<file path="src/h264fs_pkg.sv">
`timescale 1ns / 1ps

package h264fs_pkg;

	// Input transfer: one stream byte
	typedef struct packed {
		logic [7:0] stream_byte;
		logic       end_of_stream;
	} byte_t;

	// Output transfer: one frame descriptor
	typedef struct packed {
		logic [31:0] frame_offset;
		logic [31:0] frame_length;
		logic        key_frame;
		logic [4:0]  slice_nal_type;
		logic        header_error;
	} frame_t;

	// Byte classes assigned by the front end
	localparam logic [1:0] KIND_DATA   = 2'd0;
	localparam logic [1:0] KIND_START  = 2'd1;
	localparam logic [1:0] KIND_HEADER = 2'd2;

	// Classified byte passed from front end to back end
	typedef struct packed {
		logic [1:0] kind;
		logic       long_start;
		logic [7:0] data;
		logic       eos;
	} item_t;

	localparam int QUEUE_DEPTH = 2;

	localparam logic [4:0] NAL_TYPE_MASK = 5'h1f;
	localparam logic [4:0] NAL_SLICE     = 5'd1;
	localparam logic [4:0] NAL_IDR       = 5'd5;

	localparam logic [2:0] SLICE_MOD_P_INTRA = 3'd2;
	localparam logic [2:0] SLICE_MOD_I_INTRA = 3'd4;

endpackage

</file>
<file path="src/h264fs_front.sv">
`timescale 1ns / 1ps

module h264fs_front #(
	parameter int OFFSET_BITS = 32
) (
	input  logic                    clk,
	input  logic                    arst_n,
	input  h264fs_pkg::byte_t       byte_data,
	input  logic                    take,
	output h264fs_pkg::item_t       item,
	output logic [OFFSET_BITS-1:0]  pos
);

	logic [OFFSET_BITS-1:0] pos_q;
	logic [23:0]            recent_q;
	logic                   hdr_next_q;

	always_comb begin
		item.data       = byte_data.stream_byte;
		item.eos        = byte_data.end_of_stream;
		item.long_start = (recent_q[23:16] == 8'd0);
		if (hdr_next_q) begin
			item.kind = h264fs_pkg::KIND_HEADER;
		end else if (recent_q[15:0] == 16'd0 && byte_data.stream_byte == 8'd1) begin
			item.kind = h264fs_pkg::KIND_START;
		end else begin
			item.kind = h264fs_pkg::KIND_DATA;
		end
	end

	assign pos = pos_q;

	always_ff @(posedge clk or negedge arst_n) begin
		if (!arst_n) begin
			pos_q      <= '0;
			recent_q   <= 24'hFFFFFF;
			hdr_next_q <= 1'b0;
		end else if (take) begin
			case (item.kind)
				h264fs_pkg::KIND_START: begin
					recent_q   <= 24'hFFFFFF;
					hdr_next_q <= 1'b1;
				end
				h264fs_pkg::KIND_HEADER: begin
					hdr_next_q <= 1'b0;
				end
				default: begin
					recent_q <= {recent_q[15:0], byte_data.stream_byte};
				end
			endcase
			// End of stream: return to the idle search state
			if (byte_data.end_of_stream) begin
				pos_q      <= '0;
				recent_q   <= 24'hFFFFFF;
				hdr_next_q <= 1'b0;
			end else begin
				pos_q <= pos_q + 1'b1;
			end
		end
	end

endmodule

</file>
<file path="src/h264fs_queue.sv">
`timescale 1ns / 1ps

module h264fs_queue #(
	parameter int POS_BITS = 32
) (
	input  logic                  clk,
	input  logic                  arst_n,
	input  logic                  push,
	input  h264fs_pkg::item_t     push_item,
	input  logic [POS_BITS-1:0]   push_pos,
	output logic                  full,
	input  logic                  pop,
	output logic                  valid,
	output h264fs_pkg::item_t     head_item,
	output logic [POS_BITS-1:0]   head_pos
);

	localparam int PW = $clog2(h264fs_pkg::QUEUE_DEPTH);
	localparam int CW = $clog2(h264fs_pkg::QUEUE_DEPTH + 1);

	h264fs_pkg::item_t     item_mem [h264fs_pkg::QUEUE_DEPTH];
	logic [POS_BITS-1:0]   pos_mem  [h264fs_pkg::QUEUE_DEPTH];
	logic [PW-1:0]         wr_ptr_q;
	logic [PW-1:0]         rd_ptr_q;
	logic [CW-1:0]         count_q;

	assign full      = (count_q == CW'(h264fs_pkg::QUEUE_DEPTH));
	assign valid     = (count_q != '0);
	assign head_item = item_mem[rd_ptr_q];
	assign head_pos  = pos_mem[rd_ptr_q];

	always_ff @(posedge clk) begin
		if (push) begin
			item_mem[wr_ptr_q] <= push_item;
			pos_mem[wr_ptr_q]  <= push_pos;
		end
	end

	always_ff @(posedge clk or negedge arst_n) begin
		if (!arst_n) begin
			wr_ptr_q <= '0;
			rd_ptr_q <= '0;
			count_q  <= '0;
		end else begin
			if (push) begin
				wr_ptr_q <= (wr_ptr_q == PW'(h264fs_pkg::QUEUE_DEPTH - 1)) ? '0 : wr_ptr_q + 1'b1;
			end
			if (pop) begin
				rd_ptr_q <= (rd_ptr_q == PW'(h264fs_pkg::QUEUE_DEPTH - 1)) ? '0 : rd_ptr_q + 1'b1;
			end
			if (push && !pop) begin
				count_q <= count_q + 1'b1;
			end else if (pop && !push) begin
				count_q <= count_q - 1'b1;
			end
		end
	end

endmodule

</file>
<file path="src/h264fs_back.sv">
`timescale 1ns / 1ps

module h264fs_back #(
	parameter int OFFSET_BITS      = 32,
	parameter int MAX_GOLOMB_ZEROS = 16
) (
	input  logic                    clk,
	input  logic                    arst_n,
	input  logic                    item_valid,
	input  h264fs_pkg::item_t       item,
	input  logic [OFFSET_BITS-1:0]  pos,
	output logic                    pop,
	output logic                    frame_valid,
	input  logic                    frame_stall,
	output h264fs_pkg::frame_t      frame_info
);

	localparam int GW = MAX_GOLOMB_ZEROS + 1;
	localparam int ZW = $clog2(MAX_GOLOMB_ZEROS + 2);

	localparam logic [2:0] PH_SEEK   = 3'd0;
	localparam logic [2:0] PH_HEADER = 3'd1;
	localparam logic [2:0] PH_ZEROS  = 3'd2;
	localparam logic [2:0] PH_SUFFIX = 3'd3;
	localparam logic [2:0] PH_SKIP   = 3'd4;

	function automatic logic [2:0] mod5_step(input logic [2:0] m, input logic b);
		logic [3:0] t;
		t = {m, b};
		mod5_step = (t >= 4'd5) ? 3'(t - 4'd5) : t[2:0];
	endfunction

	logic [2:0]             phase_q, ph_n;
	logic [OFFSET_BITS-1:0] nal_start_q, nal_n;
	logic [OFFSET_BITS-1:0] frame_start_q, fs_n;
	logic                   has_q, has_n;
	logic [4:0]             type_q, type_n;
	logic [GW-1:0]          first_mb_q, first_mb_n;
	logic                   key_q, key_n;
	logic [ZW-1:0]          zc_q, zc_n;
	logic [GW-1:0]          val_q, val_n;
	logic [2:0]             mod_q, mod_n;
	logic                   fidx_q, fidx_n;
	logic                   err_q, err_n;
	logic                   out_valid_q;
	h264fs_pkg::frame_t     out_q;

	logic                   emit_mid, emit_eos;
	logic [OFFSET_BITS-1:0] start_pos;
	logic [4:0]             hdr_type;
	logic                   done, derr, keep;
	logic [GW-1:0]          dv;
	logic [2:0]             dmod;
	h264fs_pkg::frame_t     res;

	assign pop         = item_valid && (!out_valid_q || !frame_stall);
	assign frame_valid = out_valid_q;
	assign frame_info  = out_q;

	assign start_pos = pos - (item.long_start ? OFFSET_BITS'(3) : OFFSET_BITS'(2));
	assign hdr_type  = item.data[4:0] & h264fs_pkg::NAL_TYPE_MASK;

	always_comb begin
		ph_n       = phase_q;
		nal_n      = nal_start_q;
		fs_n       = frame_start_q;
		has_n      = has_q;
		type_n     = type_q;
		first_mb_n = first_mb_q;
		key_n      = key_q;
		zc_n       = zc_q;
		val_n      = val_q;
		mod_n      = mod_q;
		fidx_n     = fidx_q;
		err_n      = err_q;
		emit_mid   = 1'b0;
		emit_eos   = 1'b0;
		done       = 1'b0;
		derr       = 1'b0;
		keep       = 1'b0;
		dv         = '0;
		dmod       = '0;

		case (item.kind)
			h264fs_pkg::KIND_START: begin
				if (phase_q == PH_SEEK) begin
					fs_n  = start_pos;
					err_n = 1'b0;
				end
				nal_n  = start_pos;
				fidx_n = 1'b0;
				ph_n   = PH_HEADER;
			end
			h264fs_pkg::KIND_HEADER: begin
				// A NAL of another type closes a frame that already has a slice
				if (has_q && hdr_type != type_q) begin
					emit_mid = 1'b1;
					fs_n     = nal_start_q;
					has_n    = 1'b0;
					err_n    = 1'b0;
				end
				if (has_n || hdr_type == h264fs_pkg::NAL_SLICE
						|| hdr_type == h264fs_pkg::NAL_IDR) begin
					if (!has_n) begin
						type_n = hdr_type;
					end
					fidx_n = 1'b0;
					zc_n   = '0;
					val_n  = '0;
					mod_n  = '0;
					ph_n   = PH_ZEROS;
				end else begin
					ph_n = PH_SKIP;
				end
			end
			default: begin
				// Walk the Exp-Golomb bits of this byte, MSB first
				for (int k = 7; k >= 0; k--) begin
					if (ph_n == PH_ZEROS || ph_n == PH_SUFFIX) begin
						done = 1'b0;
						derr = 1'b0;
						dv   = '0;
						dmod = '0;
						if (ph_n == PH_ZEROS) begin
							if (!item.data[k]) begin
								zc_n = zc_n + 1'b1;
								if (zc_n > ZW'(MAX_GOLOMB_ZEROS)) begin
									done = 1'b1;
									derr = 1'b1;
								end
							end else if (zc_n == '0) begin
								done = 1'b1;
							end else begin
								val_n = GW'(1);
								mod_n = 3'd1;
								ph_n  = PH_SUFFIX;
							end
						end else begin
							val_n = {val_n[GW-2:0], item.data[k]};
							mod_n = mod5_step(mod_n, item.data[k]);
							zc_n  = zc_n - 1'b1;
							if (zc_n == '0) begin
								done = 1'b1;
								dv   = val_n - GW'(1);
								dmod = (mod_n == 3'd0) ? 3'd4 : mod_n - 3'd1;
							end
						end
						if (done) begin
							if (fidx_n) begin
								// coding type of the first slice
								err_n  = err_n | derr;
								key_n  = (type_n == h264fs_pkg::NAL_IDR)
									|| dmod == h264fs_pkg::SLICE_MOD_P_INTRA
									|| dmod == h264fs_pkg::SLICE_MOD_I_INTRA;
								has_n  = 1'b1;
								fidx_n = 1'b0;
								ph_n   = PH_SKIP;
							end else begin
								// first macroblock index of the slice
								keep = 1'b1;
								if (has_n) begin
									if (first_mb_n > dv || (first_mb_n == '0 && dv == '0)) begin
										emit_mid = 1'b1;
										fs_n     = nal_start_q;
										has_n    = 1'b0;
										err_n    = derr;
									end else begin
										err_n = err_n | derr;
										ph_n  = PH_SKIP;
										keep  = 1'b0;
									end
								end else begin
									err_n = err_n | derr;
								end
								if (keep) begin
									first_mb_n = dv;
									if (derr) begin
										key_n  = (type_n == h264fs_pkg::NAL_IDR);
										has_n  = 1'b1;
										fidx_n = 1'b0;
										ph_n   = PH_SKIP;
									end else begin
										fidx_n = 1'b1;
										zc_n   = '0;
										val_n  = '0;
										mod_n  = '0;
										ph_n   = PH_ZEROS;
									end
								end
							end
						end
					end
				end
			end
		endcase

		// Closing frame: registered state at the split point
		res.frame_offset   = 32'(frame_start_q);
		res.frame_length   = 32'(nal_start_q - frame_start_q);
		res.key_frame      = key_q;
		res.slice_nal_type = type_q;
		res.header_error   = err_q;

		if (item.eos) begin
			if (!emit_mid && has_n) begin
				emit_eos           = 1'b1;
				res.frame_offset   = 32'(fs_n);
				res.frame_length   = 32'(pos - fs_n + OFFSET_BITS'(1));
				res.key_frame      = key_n;
				res.slice_nal_type = type_n;
				res.header_error   = err_n;
			end
			ph_n       = PH_SEEK;
			nal_n      = '0;
			fs_n       = '0;
			has_n      = 1'b0;
			type_n     = '0;
			first_mb_n = '0;
			key_n      = 1'b0;
			zc_n       = '0;
			val_n      = '0;
			mod_n      = '0;
			fidx_n     = 1'b0;
			err_n      = 1'b0;
		end
	end

	always_ff @(posedge clk or negedge arst_n) begin
		if (!arst_n) begin
			phase_q       <= PH_SEEK;
			nal_start_q   <= '0;
			frame_start_q <= '0;
			has_q         <= 1'b0;
			type_q        <= '0;
			first_mb_q    <= '0;
			key_q         <= 1'b0;
			zc_q          <= '0;
			val_q         <= '0;
			mod_q         <= '0;
			fidx_q        <= 1'b0;
			err_q         <= 1'b0;
			out_valid_q   <= 1'b0;
		end else begin
			if (pop) begin
				phase_q       <= ph_n;
				nal_start_q   <= nal_n;
				frame_start_q <= fs_n;
				has_q         <= has_n;
				type_q        <= type_n;
				first_mb_q    <= first_mb_n;
				key_q         <= key_n;
				zc_q          <= zc_n;
				val_q         <= val_n;
				mod_q         <= mod_n;
				fidx_q        <= fidx_n;
				err_q         <= err_n;
			end
			if (pop && (emit_mid || emit_eos)) begin
				out_valid_q <= 1'b1;
			end else if (!frame_stall) begin
				out_valid_q <= 1'b0;
			end
		end
	end

	always_ff @(posedge clk) begin
		if (pop && (emit_mid || emit_eos)) begin
			out_q <= res;
		end
	end

endmodule

</file>
<file path="src/h264_annexb_frame_splitter.sv">
`timescale 1ns / 1ps

// H.264 Annex B frame splitter. Feed the elementary stream one byte per
// transfer on the byte channel and mark the final byte with end_of_stream;
// each frame found comes out as one transfer on the frame channel carrying
// its byte offset, length, key flag, first-slice NAL type and a header error
// flag. The block takes one byte per clock cycle sustained unless a stall on
// the frame channel holds a pending result. The rate is set by the back end,
// which acts on the byte the front end classified and runs the eight
// Exp-Golomb bit steps of that byte together. A result is registered: the
// byte that closes the frame lands in the two-entry queue at its transfer,
// and the back end loads the output register when it pops that byte. A stall
// on the frame channel holds the back end; the queue absorbs up to two bytes
// before the byte channel stalls. Emulation-prevention bytes are left in the
// stream, and after the final byte the parsing state is back at reset values.
module h264_annexb_frame_splitter #(
	parameter int OFFSET_BITS      = 32,
	parameter int MAX_GOLOMB_ZEROS = 16
) (
	input  logic                clk,
	input  logic                arst_n,
	input  logic                byte_valid,
	output logic                byte_stall,
	input  h264fs_pkg::byte_t   byte_data,
	output logic                frame_valid,
	input  logic                frame_stall,
	output h264fs_pkg::frame_t  frame_info
);

	logic                   q_full;
	logic                   q_push;
	logic                   q_valid;
	logic                   q_pop;
	h264fs_pkg::item_t      front_item;
	h264fs_pkg::item_t      head_item;
	logic [OFFSET_BITS-1:0] front_pos;
	logic [OFFSET_BITS-1:0] head_pos;

	// Hold the byte channel only while the queue is full
	assign byte_stall = q_full;
	assign q_push     = byte_valid && !q_full;

	// Front end: track position, find start codes, tag header bytes
	h264fs_front #(
		.OFFSET_BITS(OFFSET_BITS)
	) u_front (
		.clk      (clk),
		.arst_n   (arst_n),
		.byte_data(byte_data),
		.take     (q_push),
		.item     (front_item),
		.pos      (front_pos)
	);

	// Decouple classification from frame tracking
	h264fs_queue #(
		.POS_BITS(OFFSET_BITS)
	) u_queue (
		.clk      (clk),
		.arst_n   (arst_n),
		.push     (q_push),
		.push_item(front_item),
		.push_pos (front_pos),
		.full     (q_full),
		.pop      (q_pop),
		.valid    (q_valid),
		.head_item(head_item),
		.head_pos (head_pos)
	);

	// Back end: decode slice headers, cut frames, drive the result register
	h264fs_back #(
		.OFFSET_BITS     (OFFSET_BITS),
		.MAX_GOLOMB_ZEROS(MAX_GOLOMB_ZEROS)
	) u_back (
		.clk        (clk),
		.arst_n     (arst_n),
		.item_valid (q_valid),
		.item       (head_item),
		.pos        (head_pos),
		.pop        (q_pop),
		.frame_valid(frame_valid),
		.frame_stall(frame_stall),
		.frame_info (frame_info)
	);

endmodule

</file>
<file path="config.mk">
export PLATFORM = sky130hd
export DESIGN_NAME = h264_annexb_frame_splitter
export DESIGN_NICKNAME = d
export VERILOG_FILES = /design/src/h264fs_pkg.sv /design/src/h264fs_front.sv /design/src/h264fs_queue.sv /design/src/h264fs_back.sv /design/src/h264_annexb_frame_splitter.sv
export SDC_FILE = /design/constraint.sdc
export NUM_CORES = 2
export LEC_CHECK = 0
export BUFFER_PORTS_ARGS = -buffer_cell sky130_fd_sc_hd__buf_2
export CAP_MARGIN = 20
export CORE_UTILIZATION = 23
export CTS_CLUSTER_DIAMETER = 50
export DETAILED_ROUTE_END_ITERATION = 10
export HOLD_SLACK_MARGIN = 0.05
export PLACE_DENSITY_LB_ADDON = 0.08
export RECOVER_POWER = 25
export SETUP_SLACK_MARGIN = 0.05
export SLEW_MARGIN = 40
export SYNTH_ARGS = -nofsm -noshare
export SYNTH_HDL_FRONTEND = slang
export SYNTH_SLANG_ARGS = --single-unit
</file>
<file path="constraint.sdc">
create_clock -name clk -period 49.7 [get_ports clk]
set_input_delay 7.455 -clock clk [delete_from_list [all_inputs] [get_ports clk]]
set_output_delay 7.455 -clock clk [all_outputs]
set_load 0.005 [all_outputs]
</file>
==> run_results.csv <==
group,metric,value,unit
run_status,status,"finished with violations",
run_status,violations,"capacitance limit, slew limit",
power_and_ir_drop,peakVddDrop,40.6,uV
timing,rsz0062_at_grt,"false",
layout,fin_area,42200,um^2
synth,netlist.area_leader.share,0.129,
timing,period_minus_slack,45360,ps
timing,hold_viol_final,0,
placement,hpwl,135000,um
synth,synth_cells,4619,
route,dr_wl_met3,8010,um
critical_path,worstRegToRegCells,231,
power_and_ir_drop,leakage,16.9,nW
layout,syn2layout_area_growth,14.1,%
power_and_ir_drop,p_switching,0.00146,W
synth,synthFlopType,"edfxtp_1",
synth,synth_area,37000,um^2
critical_path,cp.required,50040,ps
critical_path,critPathKind,"reg -> reg",
power_and_ir_drop,power_density,67.6,nW/um^2
grt,grt_max_degree,78,
critical_path,worstPathMaxFanout,24,
power_and_ir_drop,switching_share,0.512,
timing,worst_pin_slew,4800,ps
layout,num-nets-final,4935,
placement,dpl_cell_area,40100,um^2
min_path,hold_end,"u_queue.pos_mem[1][31]",
timing,clock.fmax,22.0,MHz
synth,synthAdderAreaFrac,0.0948,
synth,yosysMostFrequentCell,"nand2_1",
critical_path,worstPathArrival,45700,ps
timing,setup_viol,0,
clocking,cts_made_buffers,56,
layout,seq_area,9290,um^2
critical_path,critical_path.endpoint_type,"flop",
grt,grt_pass1_wl,250000,um
synth,async_flop_share,0.530,
power_and_ir_drop,pwr-share-comb,0.710,
placement,gp_congestion,0.916,
route,drt_iter0_drc,3451,
synth,synth.distinct_cells,124,
synth,synthTopCellsByArea,"edfxtp_1 13%, dfrtp_1 10%, ha_1 9.4%, a21oi_1 5.4%, nand2_1 4.7%",
synth,synth_xor_area_frac,0.0637,
route,firstDrtPassIters,7,
timing,fin_crit_sh,0.913,
timing,finalMaxSlewViolations,123,
floorplan,num_rows,146,
clocking,cts_buffer_depth,3,
synth,synth-simple-area-share,0.202,
route,wire_per_inst,25.1,um
timing,clock_skew,44.0,ps
critical_path,slowest_delay,570,ps
timing,slew_headroom,-2.20,
power_and_ir_drop,p_int,0.00139,W
clocking,cts_max_level,2,
critical_path,cpMaxStageDelayCell,"or4b_1",
layout,fill_cells,17391,
placement,io_buffer_count,85,
synth,syn_nets,4911,
synth,synth-seq-cells,338,
floorplan,initial_core_util,0.233,
route,num_vias,36913,
critical_path,r2r_setup_slack,4340,ps
synth,synthTopCellsByCount,"466 x nand2_1, 412 x nor2_1, 397 x a21oi_1",
synth,yosys_warnings,0,
timing,timing.setup.tns,0,ps
route,final_antenna_net_count,0,
critical_path,cpMostUsedCell,"a21oi_1",
clocking,cts_tree,"yes",
synth,synth_area_per_cell,8.01,um^2
synth,synth_mux_area_frac,0.0510,
critical_path,r2r_end,"u_back.frame_info[38]",
floorplan,ios,86,
critical_path,start_kind,"flop",
layout,final_util,0.265,
grt,grt-ovfl-total,0,
floorplan,die_area,162000,um^2
route,routed.top_layer,"met4",
power_and_ir_drop,seq_power_share,0.147,
floorplan,die_w,403,um
route,routed-wl-met2,74300,um
grt,track_usage,0.203,
clocking,clock_sinks,338,
min_path,hold_path.class,"reg -> reg",
floorplan,core_area,159000,um^2
synth,synth_compound_area_frac,0.289,
min_path,min_path_cells,0,
route,via_per_inst,5.46,
synth,synth_edf_count,159,
clocking,clkLatencyLatePin,630,ps
clocking,path_clk_slew,60,ps
route,drt-total-wl,170000,um
synth,yosysSeqAreaShare,0.251,
route,drc,0,
grt,grt_pass1_vias,35657,
power_and_ir_drop,p_clk_frac,0.143,
clocking,root_buffer,"clkbuf_16",
grt,antenna_found_initial,2,
synth,yosys.area.top_type,"edfxtp_1",
critical_path,r2r-start,"u_queue.rd_ptr_q",
layout,multi_input_area,26200,um^2
route,met1_length,84200,um
synth,synth_top_family_by_area,"compound AO/OA/AOI/OAI gates",
layout,drive_gt1_frac,0.109,
floorplan,die_h,403,um
run,cap_violations,2,
power_and_ir_drop,design_power_total,0.00285,W
min_path,hp-start,"u_front.pos[31]",
## state kept, by name, indices dropped and copies added, names as in the netlist, 16 cells and up
register	cells
u_front.pos	32
u_queue.item_mem	24
u_back.frame_info	71
u_back.nal_start_q	32
u_back.frame_start_q	32
u_back.val_q	16
u_queue.pos_mem	64
u_front.recent_q	24
u_back.first_mb_q	17
## power groups by stage
stage | combinational (W) | sequential, W | clock [W]
final | 0.00202 | 0.000419 | 0.000409
after global routing | 0.00224 | 0.000426 | 0.000432
after CTS | 0.00202 | 0.000418 | 0.000422
after detailed placement | 0.00200 | 0.000422 | 0
after global placement | 0.00202 | 0.000422 | 0
after floorplan | 0.00144 | 0.000405 | 0
## through the flow
step	setup slack, ps	hold slack (ps)	std cells
2_1_floorplan	9340	461	4619
3_3_place_gp	4550	482	6644
3_5_place_dp	3830	483	6651
4_1_cts	3600	495	6756
5_1_grt	98.3	511	6762
6_report	4340	495	6763
## routing by layer
| layer | vias up | GRT usage |
|---|---|---|
| met5 | - | 0 |
| li1 | 17397 | - |
| met4 | 0 | 0.0416 |
| met3 | 177 | 0.0203 |
| met2 | 1093 | 0.313 |
| met1 | 18246 | 0.303 |
## cell families (layout without fill, tap and decap cells)
logic type	Yosys count	in the layout
AO/OA/AOI/OAI	1558	1558
XOR/XNOR	268	268
adder cells (fa/ha/maj)	279	279
buffers and inverters	452	522
flip-flops	338	338
multiplexers	180	180
other	0	1
AND/OR/NAND/NOR	1544	1545
## worst max path at each step
| stage | start | endpoint | slack (ps) | cells past startpoint |
|---|---|---|---|---|
| after floorplan | u_queue.rd_ptr_q | u_back.frame_info[38] | 9340 | 248 |
| after global placement | u_queue.rd_ptr_q | u_back.frame_info[38] | 4550 | 231 |
| after detailed placement | u_queue.rd_ptr_q | u_back.frame_info[38] | 3830 | 230 |
| after CTS | u_queue.rd_ptr_q | u_back.frame_info[38] | 3600 | 230 |
| after global routing | u_queue.rd_ptr_q | u_back.frame_info[38] | 100 | 231 |
| final | u_queue.rd_ptr_q | u_back.frame_info[38] | 4340 | 231 |
## layout make-up
type / count / area share
clock buffer: 63 / 0.0351
clock inverter: 42 / 0.0117
sequential: 338 / 0.220
inverter: 223 / 0.0198
tap: 2072 / 0.0614
timing repair buffer: 194 / 0.0299
antenna: 1 / 0.0000593
multi-input combinational: 3830 / 0.622
## timing repair
item / 4_1_cts / 5_1_grt
resized for setup: 0 / 10
buffers inserted: 0 / 4
hold buffers: 0 / 0
setup endpoints to repair: 0 / 7
## critical path: cells and delay by family, from the launching register on
kind                       cells  cell delay [ps]
AOI/OAI and AO/OA            112            22240
xor gates and xnor gates       6              900
adders and majority gates     19             5490
buffers and inverters         14             2030
DFF                            1              350
muxes                          3              990
and+or+nand+nor               77            12950
## cells in the final DEF, fill, tap and decap left out, types with 71 or more instances in the layout
cell type	instances
o21ai_0	227
nand4_1	71
a21o_1	101
nor3_1	74
ha_1	276
inv_1	217
a22o_1	117
a21oi_1	390
xor2_1	88
buf_2	77
xnor2_1	175
nand3_1	124
buf_4	98
dfrtp_1	154
nor2_1	401
edfxtp_1	159
nand2_1	462
mux2i_1	118
Note: power is estimated with default switching activity, not from simulation.
